==> src/rtl/lls_pkg.sv <==
// ----------------------------------------------------------------------------
// lls_pkg
// shared types and constants of the lru limited set
// ----------------------------------------------------------------------------
package lls_pkg;

  localparam int unsigned KeyFieldW = 32;
  localparam int unsigned OccW      = 5;
  localparam int unsigned CapW      = 5;

  localparam logic [CapW-1:0] CapReset = 5'd16;

  typedef enum logic [1:0] {
    CMD_QUERY  = 2'd0,
    CMD_ADD    = 2'd1,
    CMD_REMOVE = 2'd2,
    CMD_LOOKUP = 2'd3
  } cmd_e;

  typedef struct packed {
    cmd_e                 cmd;
    logic [KeyFieldW-1:0] key;
  } in_t;

  typedef struct packed {
    logic                 found;
    logic                 evicted;
    logic [KeyFieldW-1:0] evicted_key;
    logic [OccW-1:0]      occupancy;
  } out_t;

endpackage

==> src/rtl/lls_match.sv <==
// ----------------------------------------------------------------------------
// lls_match
// associative compare of one key against every held slot
// ----------------------------------------------------------------------------
module lls_match #(
  parameter int unsigned ENTRIES   = 16,
  parameter int unsigned KEY_WIDTH = 32
) (
  input  logic [KEY_WIDTH-1:0] keys_i [ENTRIES],
  input  logic [ENTRIES-1:0]   valid_i,
  input  logic [KEY_WIDTH-1:0] key_i,
  output logic [ENTRIES-1:0]   match_o
);

  always_comb begin
    for (int i = 0; i < ENTRIES; i++) begin
      match_o[i] = valid_i[i] && (keys_i[i] == key_i);
    end
  end

endmodule

==> src/rtl/lls_store.sv <==
// ----------------------------------------------------------------------------
// lls_store
// recency ordered key slots, valid bits and held count with their update
// ----------------------------------------------------------------------------
module lls_store
  import lls_pkg::*;
#(
  parameter int unsigned ENTRIES   = 16,
  parameter int unsigned KEY_WIDTH = 32,
  parameter int unsigned CNT_W     = $clog2(ENTRIES + 1)
) (
  input  logic                 clk_i,
  input  logic                 rst_ni,
  input  logic                 en_i,
  input  cmd_e                 cmd_i,
  input  logic [KEY_WIDTH-1:0] key_i,
  input  logic [ENTRIES-1:0]   match_i,
  input  logic [CapW-1:0]      cap_i,
  output logic [KEY_WIDTH-1:0] keys_o [ENTRIES],
  output logic [ENTRIES-1:0]   valid_o,
  output logic                 found_o,
  output logic                 evicted_o,
  output logic [KEY_WIDTH-1:0] evicted_key_o,
  output logic [CNT_W-1:0]     held_o
);

  localparam logic [7:0] EntriesW = 8'(ENTRIES);

  logic [KEY_WIDTH-1:0] keys_q [ENTRIES];
  logic [KEY_WIDTH-1:0] keys_d [ENTRIES];
  logic [ENTRIES-1:0]   valid_q, valid_d;
  logic [CNT_W-1:0]     held_q, held_d;

  logic [ENTRIES-1:0]   pre;
  logic [ENTRIES-1:0]   last;
  logic [ENTRIES:0]     valid_ext;
  logic [KEY_WIDTH-1:0] tail_key;
  logic [7:0]           eff_cap;
  logic                 full;
  logic                 hit, run;
  logic                 do_front, do_ins, do_del;

  assign hit       = |match_i;
  assign valid_ext = {1'b0, valid_q};
  assign do_front  = hit && ((cmd_i == CMD_QUERY) || (cmd_i == CMD_ADD));
  assign do_ins    = !hit && (cmd_i == CMD_ADD);
  assign do_del    = hit && (cmd_i == CMD_REMOVE);

  // capacity zero acts as one, above the slot count it saturates
  always_comb begin
    eff_cap = 8'(cap_i);
    if (eff_cap == 8'd0) begin
      eff_cap = 8'd1;
    end
    if (eff_cap > EntriesW) begin
      eff_cap = EntriesW;
    end
  end

  assign full = (8'(held_q) >= eff_cap) && (held_q != '0);

  always_comb begin
    run      = 1'b0;
    tail_key = '0;
    for (int i = 0; i < ENTRIES; i++) begin
      run     = run | match_i[i];
      pre[i]  = run;
      last[i] = valid_q[i] & ~valid_ext[i+1];
      if (last[i]) begin
        tail_key = tail_key | keys_q[i];
      end
    end
  end

  always_comb begin
    keys_d  = keys_q;
    valid_d = valid_q;
    held_d  = held_q;
    if (do_front) begin
      keys_d[0] = key_i;
      for (int i = 1; i < ENTRIES; i++) begin
        if (!pre[i-1]) begin
          keys_d[i] = keys_q[i-1];
        end
      end
    end else if (do_ins) begin
      keys_d[0]  = key_i;
      valid_d[0] = 1'b1;
      for (int i = 1; i < ENTRIES; i++) begin
        if (full ? valid_q[i] : valid_q[i-1]) begin
          keys_d[i]  = keys_q[i-1];
          valid_d[i] = valid_q[i-1];
        end
      end
      if (!full) begin
        held_d = held_q + CNT_W'(1);
      end
    end else if (do_del) begin
      for (int i = 0; i < ENTRIES - 1; i++) begin
        if (pre[i]) begin
          keys_d[i]  = keys_q[i+1];
          valid_d[i] = valid_q[i+1];
        end
      end
      if (pre[ENTRIES-1]) begin
        valid_d[ENTRIES-1] = 1'b0;
      end
      held_d = held_q - CNT_W'(1);
    end
  end

  always_ff @(posedge clk_i) begin
    if (en_i) begin
      keys_q <= keys_d;
    end
  end

  always_ff @(posedge clk_i or negedge rst_ni) begin
    if (!rst_ni) begin
      valid_q <= '0;
      held_q  <= '0;
    end else if (en_i) begin
      valid_q <= valid_d;
      held_q  <= held_d;
    end
  end

  assign keys_o        = keys_q;
  assign valid_o       = valid_q;
  assign found_o       = hit;
  assign evicted_o     = do_ins && full;
  assign evicted_key_o = (do_ins && full) ? tail_key : '0;
  assign held_o        = held_d;

endmodule

==> src/rtl/lru_limited_set.sv <==
// ----------------------------------------------------------------------------
// lru_limited_set
// fully associative key set in recency order with least recently used
// eviction at a programmable capacity
// ----------------------------------------------------------------------------
//  channel   direction  ports                                  payload
//  in        input      in_valid_i / in_ready_o / in_data_i    in_t
//  out       output     out_valid_o / out_ready_i / out_data_o out_t
//  cfg       input      cfg_we_i / cfg_wdata_i                 capacity
//
//  one transaction per cycle sustained while out_ready_i holds; the result goes
//  through the input register, then the compare and slot shift over all
//  entries into the result register
//  reset clears the slot valid bits, the held count and both valid flags; capacity resets to 16
//  a stalled result holds the result register and the input register fills,
//  after which in_ready_o drops until out_ready_i returns
// ----------------------------------------------------------------------------
module lru_limited_set
  import lls_pkg::*;
#(
  parameter int unsigned ENTRIES   = 16,
  parameter int unsigned KEY_WIDTH = 32
) (
  input  logic            clk_i,
  input  logic            rst_ni,
  input  logic            in_valid_i,
  output logic            in_ready_o,
  input  in_t             in_data_i,
  output logic            out_valid_o,
  input  logic            out_ready_i,
  output out_t            out_data_o,
  input  logic            cfg_we_i,
  input  logic [CapW-1:0] cfg_wdata_i
);

  localparam int unsigned CntW = $clog2(ENTRIES + 1);

  in_t                  in_q;
  logic                 in_vld_q;
  out_t                 out_q, out_d;
  logic                 out_vld_q;
  logic [CapW-1:0]      cap_q;
  logic                 adv;

  logic [63:0]          key_ext;
  logic [KEY_WIDTH-1:0] key_w;
  logic [KEY_WIDTH-1:0] keys [ENTRIES];
  logic [ENTRIES-1:0]   valid;
  logic [ENTRIES-1:0]   match;
  logic                 found, evicted;
  logic [KEY_WIDTH-1:0] ev_key;
  logic [63:0]          ev_ext;
  logic [CntW-1:0]      held;
  logic [7:0]           held_ext;

  assign adv        = in_vld_q && (!out_vld_q || out_ready_i);
  assign in_ready_o = !in_vld_q || adv;

  assign key_ext = 64'(in_q.key);
  assign key_w   = key_ext[KEY_WIDTH-1:0];

  lls_match #(
    .ENTRIES  (ENTRIES),
    .KEY_WIDTH(KEY_WIDTH)
  ) u_match (
    .keys_i (keys),
    .valid_i(valid),
    .key_i  (key_w),
    .match_o(match)
  );

  lls_store #(
    .ENTRIES  (ENTRIES),
    .KEY_WIDTH(KEY_WIDTH),
    .CNT_W    (CntW)
  ) u_store (
    .clk_i        (clk_i),
    .rst_ni       (rst_ni),
    .en_i         (adv),
    .cmd_i        (in_q.cmd),
    .key_i        (key_w),
    .match_i      (match),
    .cap_i        (cap_q),
    .keys_o       (keys),
    .valid_o      (valid),
    .found_o      (found),
    .evicted_o    (evicted),
    .evicted_key_o(ev_key),
    .held_o       (held)
  );

  assign ev_ext   = 64'(ev_key);
  assign held_ext = 8'(held);

  always_comb begin
    out_d.found       = found;
    out_d.evicted     = evicted;
    out_d.evicted_key = ev_ext[KeyFieldW-1:0];
    out_d.occupancy   = held_ext[OccW-1:0];
  end

  always_ff @(posedge clk_i or negedge rst_ni) begin
    if (!rst_ni) begin
      in_vld_q  <= 1'b0;
      out_vld_q <= 1'b0;
      cap_q     <= CapReset;
    end else begin
      if (in_valid_i && in_ready_o) begin
        in_vld_q <= 1'b1;
      end else if (adv) begin
        in_vld_q <= 1'b0;
      end
      if (adv) begin
        out_vld_q <= 1'b1;
      end else if (out_ready_i) begin
        out_vld_q <= 1'b0;
      end
      if (cfg_we_i) begin
        cap_q <= cfg_wdata_i;
      end
    end
  end

  always_ff @(posedge clk_i) begin
    if (in_valid_i && in_ready_o) begin
      in_q <= in_data_i;
    end
    if (adv) begin
      out_q <= out_d;
    end
  end

  assign out_valid_o = out_vld_q;
  assign out_data_o  = out_q;

endmodule

==> config.mk <==
export PLATFORM = sky130hd
export DESIGN_NAME = lru_limited_set
export DESIGN_NICKNAME = d
export VERILOG_FILES = /design/src/rtl/lls_pkg.sv /design/src/rtl/lls_match.sv /design/src/rtl/lls_store.sv /design/src/rtl/lru_limited_set.sv
export SDC_FILE = /design/constraint.sdc
export NUM_CORES = 2
export LEC_CHECK = 0
export ABC_CLOCK_PERIOD_IN_PS = 5000
export BUFFER_PORTS_ARGS = -buffer_cell sky130_fd_sc_hd__buf_4
export CAP_MARGIN = 20
export CORE_ASPECT_RATIO = 1.5
export CORE_UTILIZATION = 50
export DETAILED_ROUTE_END_ITERATION = 10
export GPL_TIMING_DRIVEN = 1
export PLACE_DENSITY = 0.68
export SLEW_MARGIN = 5
export SYNTH_ARGS = -nofsm -noshare
export SYNTH_HDL_FRONTEND = slang
export SYNTH_SLANG_ARGS = --single-unit
==> constraint.sdc <==
create_clock -name clk_i -period 5 [get_ports clk_i]
set_input_delay 1 -clock clk_i [delete_from_list [all_inputs] [get_ports clk_i]]
set_output_delay 1 -clock clk_i [all_outputs]
set_load 0.05 [all_outputs]
==> impl_results.md, run 1 <==
* Status: did not finish
* Failing step: 5_1_grt
* Err: [ERROR GRT-0116] Global routing finished with congestion. Check the congestion regions in the DRC Viewer.
* Io pins at 85
* Die width at roughly 230 um
* Total track usage at just under 70%
* GR Overflow Total at 144
* Mapped Cells at 3896
* First-pass GRT wire length at slightly below 400000 um
* CTS H-Tree Depth at 3
* Seq/Total Area, Yosys at 45.8%
* Die extent in y at 348 um
* Rows at between 100 and 150
* Avg Cell Area, Syn at 10.2 um^2
* Synthesized cell area at about 0.040 mm^2
* Setup Buffers After CTS at 0
* RD Place Congestion at 1.28
* Ys Warns at 0
* TritonCTS Buffers at 67
* Cell taking the most area after synthesis: edfxtp_1
* Number of global-route vias before repair at roughly 43000
* Starting Density at 50.7%
* Yosys reg bits at 613
* Post-synth EDFFs at a little under 600
* Synth Flop Type: edfxtp_1
* Share of the synthesized area in the top cell type at ~44%
* Clock Path Buffers at 3
* Library cells used by synthesis at between 80 and 90
* Syn_nets at 3947
* DP Cell Count at 5031
* Post-detail-place hpwl at between 150000 and 200000 um
* Root buffer cell: clkbuf_16
* Async set-reset flop share out of synthesis at 4.57%
* Sink Count at 613
* Synth top area cells: edfxtp_1, xor2_1, o221a_1
* Largest net degree at the start of global routing at 66
* Buffers on Ports at 84
[metal layers]
layer / overflow / GRT usage [%]
met1: 0 / 72.0
met2: 65 / 87.6
met4: 78 / 67.4
met5: 0 / 7.90
met3: 1 / 44.1
[through the flow]
stage	worst slack (ns)	cell area [um^2]
4_1_cts	0.0760	46100
3_5_place_dp	0.00779	43900
3_3_place_gp	0.0248	43900
2_1_floorplan	0.143	39900
[Yosys cell counts, types with 15 or more instances]
| master | number |
|---|---|
| a22oi_1 | 185 |
| a22o_1 | 39 |
| mux2i_1 | 15 |
| nand4_1 | 84 |
| nor3_1 | 83 |
| o221a_1 | 134 |
| xor2_1 | 417 |
| edfxtp_1 | 585 |
| xnor2_1 | 100 |
| o22ai_1 | 226 |
| o21ai_0 | 120 |
| a221oi_1 | 39 |
| nor4_1 | 190 |
| buf_4 | 38 |
| mux2_2 | 16 |
| nand3_1 | 83 |
| dfrtp_1 | 27 |
| nand2_1 | 104 |
| o221a_2 | 58 |
| a21oi_1 | 247 |
| mux2_1 | 25 |
| clkbuf_1 | 158 |
| nand2b_1 | 78 |
| nand4b_1 | 17 |
| or3_1 | 44 |
| o32ai_1 | 33 |
| buf_6 | 26 |
| or2_2 | 35 |
| inv_1 | 204 |
| buf_2 | 75 |
| nor2_1 | 233 |
| or4_1 | 19 |
[kinds of logic after synthesis]
family / synth area share, %
AOI/OAI and AO/OA: 20.7
DFF: 45.8
and+or+nand+nor: 14.4
xor gates and xnor gates: 11.3
muxes: 1.61
adders and majority gates: 0.219
buffers and inverters: 5.95
[repair_timing]
item | in CTS
setup endpoints to repair | 4
hold buffers | 0
gates resized for setup | 1
pin swaps | 1
==> run 2, diff against run 1 <==
--- a/config.mk
+++ b/config.mk
@@ -5,14 +5,13 @@
 export SDC_FILE = /design/constraint.sdc
 export NUM_CORES = 2
 export LEC_CHECK = 0
-export ABC_CLOCK_PERIOD_IN_PS = 5000
+export ABC_CLOCK_PERIOD_IN_PS = 6500
 export BUFFER_PORTS_ARGS = -buffer_cell sky130_fd_sc_hd__buf_4
 export CAP_MARGIN = 20
-export CORE_ASPECT_RATIO = 1.5
-export CORE_UTILIZATION = 50
+export CORE_UTILIZATION = 35
 export DETAILED_ROUTE_END_ITERATION = 10
 export GPL_TIMING_DRIVEN = 1
-export PLACE_DENSITY = 0.68
+export PLACE_DENSITY_LB_ADDON = 0.15
 export SLEW_MARGIN = 5
 export SYNTH_ARGS = -nofsm -noshare
 export SYNTH_HDL_FRONTEND = slang
==> constraint.sdc (replaced) <==
create_clock -name clk_i -period 6.5 [get_ports clk_i]
set_input_delay 1.3 -clock clk_i [delete_from_list [all_inputs] [get_ports clk_i]]
set_output_delay 1.3 -clock clk_i [all_outputs]
set_load 0.05 [all_outputs]
==> run 2 against run 1 <==
The flow now finishes without violations. Synthesized cell count unchanged. Area after synthesis unchanged.
==> impl_results.md, run 2 <==
* CTS H-Tree Depth at 3
* DR vias/cell at 7.12
* Vias after detailed routing at a little under 40000
* TritonCTS Buffers at between 70 and 80
* Initial antenna violation count at 28
* Int Pwr at 8.08 mW
* Root buffer cell: clkbuf_16
* Leak Pwr at 15.5 nW
* CTS tree: built
* Most frequent cells in the layout: edfxtp_1, xor2_1, buf_4
* Most common cell in the netlist: edfxtp_1
* Io pins at 85
* CP endpoint kind: flip-flop
* FILL cells at 11095
* Mapped Cells at 3896
* Max Fclk at 0.170 GHz
* Number of global-route vias before repair at approximately 36000
* RSZ-0062 raised after global routing: false
* Routed wire length at 278000 um
* Layout cells sized above 1 at 15.4%
* Core Region at 0.113 mm^2
* Max reg flops at 512
* Die extent in y at 340 um
* Library cells used by synthesis at 89
* Rows at 123
* Syn_nets at 3947
* Die area at 0.115 mm^2
* Synthesized cell area at between 0.03 and 0.04 mm^2
* Worst slew margin at slightly below 8%
* Crit path from: key_w[31]
* Largest net degree at the start of global routing at 66
* CP required at 6.80 ns
* Setup Viol. Count Final at 0
* Synth Flop Type: edfxtp_1
* R2r startpoint: key_w[31]
* # nets final at 4017
* Starting Density at 35.4%
* Commonest non-fill, non-tap cell in the layout: edfxtp_1
* Wire length per cell at 50.2 um
* Post-detail-place hpwl at 206000 um
* Hold Crit Start: in_vld_q
* Status: complete, no violations
* Ys Warns at 0
* Cts hold-fix bufs at 0
* Min cycle time layout at 5.90 ns
* Drt first pass iters at 8
* P_sw at 4.92 mW
* Sink Count at 613
* Tcrit/Tclk final at 90.7%
* Max-Cap Viols at 0
* Sequential power share at 40.9%
* Total track usage at 46.9%
* Crit path arrival time at roughly 6.2 ns
* Startpoint type of the worst setup path: flip-flop
* Max Slew Vio Count at 0
* Area Overhead vs Synth at 13.7%
* Post-synth top cells: edfxtp_1, xor2_1, a21oi_1
* Drc violations at 0
* Antenna-violating nets left at 0
* Post-route cell area at 0.0454 mm^2
* Clk_lat worst skew at 0.70 ns
* 1st-iter DRT viols at between 6000 and 7000
* CP Class: reg2reg
* CTS resizes at 0
* CTS clk-pin slew, worst paths at approximately 0.060 ns
* Switching share of total power at 37.9%
* GR Overflow Total at 0
* Async set-reset flop share out of synthesis at between 4 and 5%
* Worst vdd ir at between 0.2 and 0.25 mV
* Final Hold Fails at 0
* RD Place Congestion at 1.07
* Post-synth EDFFs at 585
* Hold Crit Class: reg2reg
* P per Cell Area at 286 mW/mm^2
* Crit path max fanout at 32
* Cell taking the most area after synthesis: edfxtp_1
* Buffers on Ports at 84
* Die width at 340 um
* R2R setup slack at 0.60 ns
* Final setup skew at 0.0448 ns
* Yosys reg bits at 613
* Clock Path Buffers at 3
* Share of the synthesized area in the top cell type at 44.0%
* Avg Cell Area, Syn at between 10 and 15 um^2
* Clk pwr share at 33.7%
* Seq/Total Area, Yosys at 45.8%
* Synth top area cells: edfxtp_1, xor2_1, o221a_1
* Combinational group share of total power at 25.4%
* Post-Route Hold Slack at roughly 0.49 ns
* First-pass GRT wire length at around 360000 um
* Setup Buffers After CTS at 0
* Worst-margin pin slew at 1.38 ns
* Setup TNS at 0 ns
* DP Area at approximately 0.043 mm^2
-- run 2: cell type report --
cell class                 count  area (um^2)  share of cell area, %
timing repair buffer         301         2320                   5.10
clock buffer                  96         2080                   4.59
antenna                       19         47.5                  0.105
inverter                     207          777                   1.71
clock inverter                40          355                  0.782
tap                         1500         1880                   4.13
sequential                   613        18300                   40.2
multi-input combinational   2765        19700                   43.4
-- run 2: metal layers --
layer  GRT usage (%)  vias up  part of all wire (%)
met5               0        -                  0.11
met4            29.3       26                   7.4
met3            18.6      709                    14
met2            63.3     3430                    39
met1            62.0    20024                    40
li1                -    15261                     -
-- run 2: worst max-delay path, cell delays in order, from the launching register on --
cell and delay [ns]:
edfxtp_1 1.01, xor2_1 0.43, nor4_1 0.37, nand4_1 0.20
nor4_2 1.03, or4_1 0.44, nor4_4 0.18, and2_1 0.21
a211o_1 0.58, buf_4 0.34, a31oi_4 0.15, buf_4 0.51
-- run 2: per-stage QoR --
stage	cells	util (%)	power, mW	setup WS (ns)
finish	5541	40.3	13.0	0.603
detailed placement	5385	38.0	8.45	1.02
global placement	5385	38.0	8.48	1.02
global route	5526	40.2	13.1	0.832
floorplan	3896	-	6.72	1.64
CTS	5521	40.2	12.8	0.981
-- run 2: cells by family (layout without fill, tap and decap cells) --
kind of cell | after synthesis | count (layout) | share of synthesized area [%]
AO/OA/AOI/OAI | 1137 | 1137 | 20.7
XOR/XNOR | 517 | 517 | 11.3
adder cells (fa/ha/maj) | 7 | 7 | 0.219
buffers and inverters | 518 | 644 | 5.95
flip-flops | 613 | 613 | 45.8
multiplexers | 58 | 58 | 1.61
other | 0 | 19 | 0
AND/OR/NAND/NOR | 1046 | 1046 | 14.4
-- run 2: power by group through the flow --
stage	Sequential, mW	Combinational (mW)	Clock, mW
after global routing	5.30	3.31	4.50
after CTS	5.28	3.10	4.40
after detailed placement	5.35	3.10	0
final	5.32	3.30	4.38
after floorplan	5.11	1.61	0
after global placement	5.35	3.13	0
-- run 2: worst paths after layout --
| kind | endpoint | cells past startpoint |
|---|---|---|
| worst max register to register | u_store.keys_o[366] | 11 |
| worst min-delay path | out_valid_o | 1 |
| min in group asynchronous | out_valid_o | 1 |
| max in group asynchronous | cap_q[4] | 1 |
| worst max-delay path | u_store.keys_o[366] | 11 |
| worst min register to register | out_valid_o | 1 |
No activity file was read; power rests on OpenSTA's default activity.
